File: config.mk
export PLATFORM = sky130hd
export DESIGN_NAME = reflected_crc8_message
export DESIGN_NICKNAME = d
export VERILOG_FILES = /design/src/rcrc8_pkg.sv /design/src/reflected_crc8_message.sv
export SDC_FILE = /design/constraint.sdc
export NUM_CORES = 1
export LEC_CHECK = 0
export BUFFER_PORTS_ARGS = -buffer_cell sky130_fd_sc_hd__buf_2
export CAP_MARGIN = 20
export CORE_MARGIN = 5
export CORE_UTILIZATION = 40
export CTS_CLUSTER_SIZE = 40
export DETAILED_ROUTE_END_ITERATION = 12
export GPL_ROUTABILITY_DRIVEN = 0
export PLACE_DENSITY_LB_ADDON = 0.25
export SYNTH_ARGS = -nofsm -noshare
export SYNTH_HDL_FRONTEND = slang
export SYNTH_SLANG_ARGS = --single-unit
File: constraint.sdc
create_clock -name clk_i -period 4.39 [get_ports clk_i]
set_clock_uncertainty 0.1 [all_clocks]
set_input_delay 0 -clock clk_i [delete_from_list [all_inputs] [get_ports clk_i]]
set_output_delay 0 -clock clk_i [all_outputs]
set_load 0.005 [all_outputs]
File: src/rcrc8_pkg.sv
// Package for the reflected CRC-8 message block: message length, mask reset
// value and the byte-wide CRC update function. No dependencies.
`timescale 1ns / 1ps

package rcrc8_pkg;

  // bytes per message and the width of the byte counter
  localparam int unsigned MessageBytes = 4;
  localparam int unsigned CountW = (MessageBytes > 1) ? $clog2(MessageBytes) : 1;

  // feedback mask after reset
  localparam logic [7:0] MaskReset = 8'h9E;

  typedef logic [CountW-1:0] count_t;

  // eight reflected bit steps, data taken lsb first
  function automatic logic [7:0] crc_byte(input logic [7:0] crc_in,
                                          input logic [7:0] data,
                                          input logic [7:0] mask);
    logic [7:0] crc;
    logic       fb;
    crc = crc_in;
    for (int k = 0; k < 8; k++) begin
      fb  = data[k] ^ crc[0];
      crc = (crc ^ (fb ? mask : 8'h00)) >> 1;
      crc[7] = fb;
    end
    return crc;
  endfunction

endpackage

File: src/reflected_crc8_message.sv
// Top level of the reflected CRC-8 message block: input register, byte-wide
// CRC update and result register. Depends on rcrc8_pkg.
`timescale 1ns / 1ps

// Takes one message byte per cycle on the slave stream unless stalled and,
// after every rcrc8_pkg::MessageBytes-th byte, sends the 8-bit reflected CRC
// of that message on the master stream; the CRC restarts from zero for the
// next message. A byte is held in the input register, then the eight bit
// steps run as one xor network into the running CRC and, for the last byte,
// into the result register; the sustained rate is one byte per cycle while
// no finished CRC is held up. Back pressure on the master side stalls the
// input only when a finished CRC cannot move out. The feedback mask is
// written through cfg_we_i and cfg_wdata_i, by the user only while the block
// is idle (the block itself does not enforce this); it resets to 0x9E.
module reflected_crc8_message (
  input  logic       clk_i,
  input  logic       rst_ni,
  // configuration write
  input  logic       cfg_we_i,
  input  logic [7:0] cfg_wdata_i,   // feedback_mask
  // byte stream in
  input  logic       s_axis_tvalid,
  output logic       s_axis_tready,
  input  logic [7:0] s_axis_tdata,  // [7:0] data_byte
  // crc stream out
  output logic       m_axis_tvalid,
  input  logic       m_axis_tready,
  output logic [7:0] m_axis_tdata   // [7:0] crc_value
);

  logic                 mask_q;
  logic [7:0]           fb_mask_q;
  logic                 in_valid_q;
  logic [7:0]           in_byte_q;
  logic [7:0]           crc_q;
  logic [7:0]           crc_next;
  rcrc8_pkg::count_t    count_q;
  logic                 in_last;
  logic                 out_free;
  logic                 in_adv;
  logic                 in_fire;
  logic                 out_valid_q;
  logic [7:0]           out_crc_q;

  // feedback mask register
  always_ff @(posedge clk_i or negedge rst_ni) begin
    if (!rst_ni) begin
      fb_mask_q <= rcrc8_pkg::MaskReset;
      mask_q    <= 1'b0;
    end else if (cfg_we_i) begin
      fb_mask_q <= cfg_wdata_i;
      mask_q    <= 1'b1;
    end
  end

  // handshake between the stages
  assign in_last  = (count_q == rcrc8_pkg::count_t'(rcrc8_pkg::MessageBytes - 1));
  assign out_free = !out_valid_q || m_axis_tready;
  assign in_adv   = in_valid_q && (!in_last || out_free);
  assign s_axis_tready = !in_valid_q || in_adv;
  assign in_fire  = s_axis_tvalid && s_axis_tready;

  // input register
  always_ff @(posedge clk_i or negedge rst_ni) begin
    if (!rst_ni) begin
      in_valid_q <= 1'b0;
    end else if (s_axis_tready) begin
      in_valid_q <= s_axis_tvalid;
    end
  end

  always_ff @(posedge clk_i) begin
    if (in_fire) begin
      in_byte_q <= s_axis_tdata;
    end
  end

  // byte-wide crc update
  assign crc_next = rcrc8_pkg::crc_byte(crc_q, in_byte_q, fb_mask_q);

  // running crc and byte count
  always_ff @(posedge clk_i or negedge rst_ni) begin
    if (!rst_ni) begin
      crc_q   <= 8'h00;
      count_q <= '0;
    end else if (in_adv) begin
      if (in_last) begin
        crc_q   <= 8'h00;
        count_q <= '0;
      end else begin
        crc_q   <= crc_next;
        count_q <= count_q + rcrc8_pkg::count_t'(1);
      end
    end
  end

  // result register
  always_ff @(posedge clk_i or negedge rst_ni) begin
    if (!rst_ni) begin
      out_valid_q <= 1'b0;
    end else if (out_free) begin
      out_valid_q <= in_adv && in_last;
    end
  end

  always_ff @(posedge clk_i) begin
    if (in_adv && in_last) begin
      out_crc_q <= crc_next;
    end
  end

  assign m_axis_tvalid = out_valid_q;
  assign m_axis_tdata  = out_crc_q;

  // the last byte of a message leaves the running state cleared
  assert property (@(posedge clk_i) disable iff (!rst_ni)
    (in_adv && in_last) |=> (crc_q == 8'h00 && count_q == '0))
    else $error("running crc not cleared after last byte");

  // a new result only follows a last byte that moved on
  assert property (@(posedge clk_i) disable iff (!rst_ni)
    (m_axis_tvalid && !$past(m_axis_tvalid && !m_axis_tready))
      |-> $past(in_adv && in_last))
    else $error("result without a completed message");

  // the input stage only stalls while it holds a byte
  assert property (@(posedge clk_i) disable iff (!rst_ni)
    !s_axis_tready |-> (in_valid_q && in_last && out_valid_q))
    else $error("input stalled without a blocked result");

  // mask write flag is kept only for visibility of the first write
  assert property (@(posedge clk_i) disable iff (!rst_ni)
    cfg_we_i |=> (mask_q && fb_mask_q == $past(cfg_wdata_i)))
    else $error("feedback mask write lost");

endmodule

==> metrics <==
status finished clean; Filler Cell Count 819; Die X-Extent 103.7 µm; n_diodes 0; TritonCTS Buffers 5; Slew @ Worst Pin 0.8454 ns; Die Y 103.7 µm; wire length per cell 17.26 µm; CP Cell Sequence xnor2_1 > buf_4 > nor2_1 > xnor2_2 > or3_1 > and3_1 > o31ai_2 > a21oi_1 > or4_1 > o211ai_1 > nor3b_1 > xnor3_1 > a22o_1; largest net degree at the start of global routing 31; Met1 Wirelength 4501 µm; worst skew pair latency 0.29 ns; initial antenna violation count 0; Critical-path top delay cell or4_1; Bufs and invs on worst path 1; initial drt markers 188; CP delay by family, top simple AND/OR/NAND/NOR gates; full die area 10,750 µm²; minimum clock period 4.169 ns; placed cell areas 3924 µm²; syn nets 431; remaining global-route overflow 0; synthesis-to-finish area growth 23.89%; routed wire length on met2 5005 µm; Max Slew Vio Count 0; Async SR Flop Fraction 0.5429; final HPWL from detailed placement 7287 µm; main flop type after synthesis edfxtp_1; Cells after Synth 409; post-CTS setup buffer count 0; vias in the first global route 3,377; final non-filler cell area 4348 µm²; unrepaired setup endpoints after global routing yes; Antenna Nets Post-Route 0; maximum root-to-sink buffer count 2; Max Cap Violations 0; vias 3,438; IO Pins 31; final core utilization 0.5035; clock sink count 35; first-pass GRT wire length 16,680 µm; setup violators final 0; Hold Crit Class primary input to register; Peak Freq 0.2399 GHz; worst endpoint required time 4.46 ns; Mapped Area 3510 µm²; placed insts 551; port bufs 29; #FFs+latches synth 35; Setup crit start kind register; Remaining DRCs 0; CTS tree yes; Final Cycle Share 0.9496; Total GRT Usage 0.1844; via/cell ratio 5.857; synthesis warning total 0; Post-synth EDFFs 16; Starting Density 0.4064; CP Class register to register; Unique masters post-synth 75; post-synthesis sequential area ratio 0.2742; metal3 WL 445 µm; crit path max fanout 12; critical path arrival 4.24 ns; critical path's largest stage delay 0.58 ns; average cell area after synthesis 8.581 µm²; Top Layer Used met4; final WL 10,130 µm; DR pass1 iterations 5; final non-filler cell total 587; num rows 34; kind of end point of the critical path register; fraction of layout cells with a size suffix above 1 0.2192; Nets 500; clk slew on worst S/H paths 0.07 ns; Hold Violations, Final 0; H-tree depth 2; Slew HR 0.4364; Root Buffer clkbuf_8; Core ar. 8636 µm²
[metal layers]
| layer | global-route usage | up-vias |
|---|---|---|
| li1 | - | 1659 |
| met1 | 0.2291 | 1653 |
| met2 | 0.3247 | 112 |
| met3 | 0.02612 | 14 |
| met4 | 0.06383 | 0 |
| met5 | 0 | - |
[Yosys cell counts (all sizes together) (3+ instances only)]
master   n  area share
dfstp    5       0.037
nand2b   4      0.0071
o21ai   27       0.041
o31ai    5       0.012
nor2b    4      0.0071
o211ai   7       0.015
and2     7       0.012
buf      7       0.011
a32o     3      0.0086
clkbuf  22       0.024
a211o    4       0.010
nand4    3      0.0053
o22ai    4      0.0071
and3     7       0.012
mux2i    5       0.014
a32oi    4       0.010
xor2    11       0.034
a211oi  17       0.036
mux2     3      0.0096
xnor2   36        0.10
a22o     3      0.0075
nand3   17       0.024
a21oi   18       0.027
nand2   43       0.047
nor3    12       0.019
edfxtp  16        0.14
or2      4      0.0071
nor2    31       0.035
inv      6      0.0064
xnor3    8       0.051
nor4     5       0.011
a21o     7       0.015
dfrtp   14        0.10
[state kept, by name, indices dropped and copies added (netlist names)]
signal         count
count_q            2
crc_q              8
fb_mask_q          7
in_byte_q          8
in_valid_q         1
m_axis_tdata       8
m_axis_tvalid      1
[kinds of logic after synthesis]
logic type | after synthesis | synth area share
DFF | 35 | 0.2742
and+or+nand+nor | 146 | 0.2064
buffers and inverters | 37 | 0.04314
adders and majority gates | 1 | 0.003564
muxes | 8 | 0.02389
AOI/OAI and AO/OA | 127 | 0.2620
xor gates and xnor gates | 55 | 0.1868
[area by class of cell]
class / count / area (µm²) / share of cell area
well taps: 108 / 135.1 / 0.03108
clock inverters: 3 / 43.79 / 0.01007
multi-input cells: 337 / 2424 / 0.5574
repair buffers: 91 / 680.7 / 0.1565
inverters: 8 / 30.03 / 0.006906
clock buffers: 5 / 68.82 / 0.01583
flip-flops and latches: 35 / 965.9 / 0.2222
[cell usage in the layout, fill, tap and decap left out, types with 8 or more instances in the layout]
cell           instances
nand2_1               42
buf_4                 34
xnor2_1               31
nor2_1                30
buf_2                 29
dlygate4sd3_1         28
o21ai_0               22
nand3_1               17
a21oi_1               17
a211oi_1              17
edfxtp_1              16
dfrtp_1               14
nor3_1                11
xor2_1                 8
xnor3_1                8
[timing repair]
item	CTS	global route
hold endpoints to repair	35	0
setup endpoints to repair	0	4
resized for setup	0	6
hold buffers	28	0
[stage by stage]
step	setup TNS [ns]	hold slack (ns)	worst slack [ns]
6_report	0	0.03205	0.2212
5_1_grt	-0.01799	0.05329	-0.01572
4_1_cts	0	0.03073	0.2046
3_5_place_dp	0	-0.1276	0.2271
3_3_place_gp	0	-0.1313	0.2514
2_1_floorplan	0	-0.3956	0.3557
[worst paths after layout]
path | from | to | slack [ns] | depth (start not counted)
setup / recovery | in_byte_q[0] | crc_q[0] | 0.22 | 13
hold / removal | cfg_we_i | fb_mask_q[6] | 0.03 | 2
setup reg to reg | in_byte_q[0] | crc_q[0] | 0.22 | 13
hold reg to reg | crc_q[7] | crc_q[7] | 0.42 | 2
max in group asynchronous | rst_ni | fb_mask_q[7] | 3.74 | 2
min in group asynchronous | rst_ni | crc_q[6] | 0.09 | 2
Power is not shown: default switching activity piles up to over one toggle a cycle in this logic, so the estimate is an artifact.
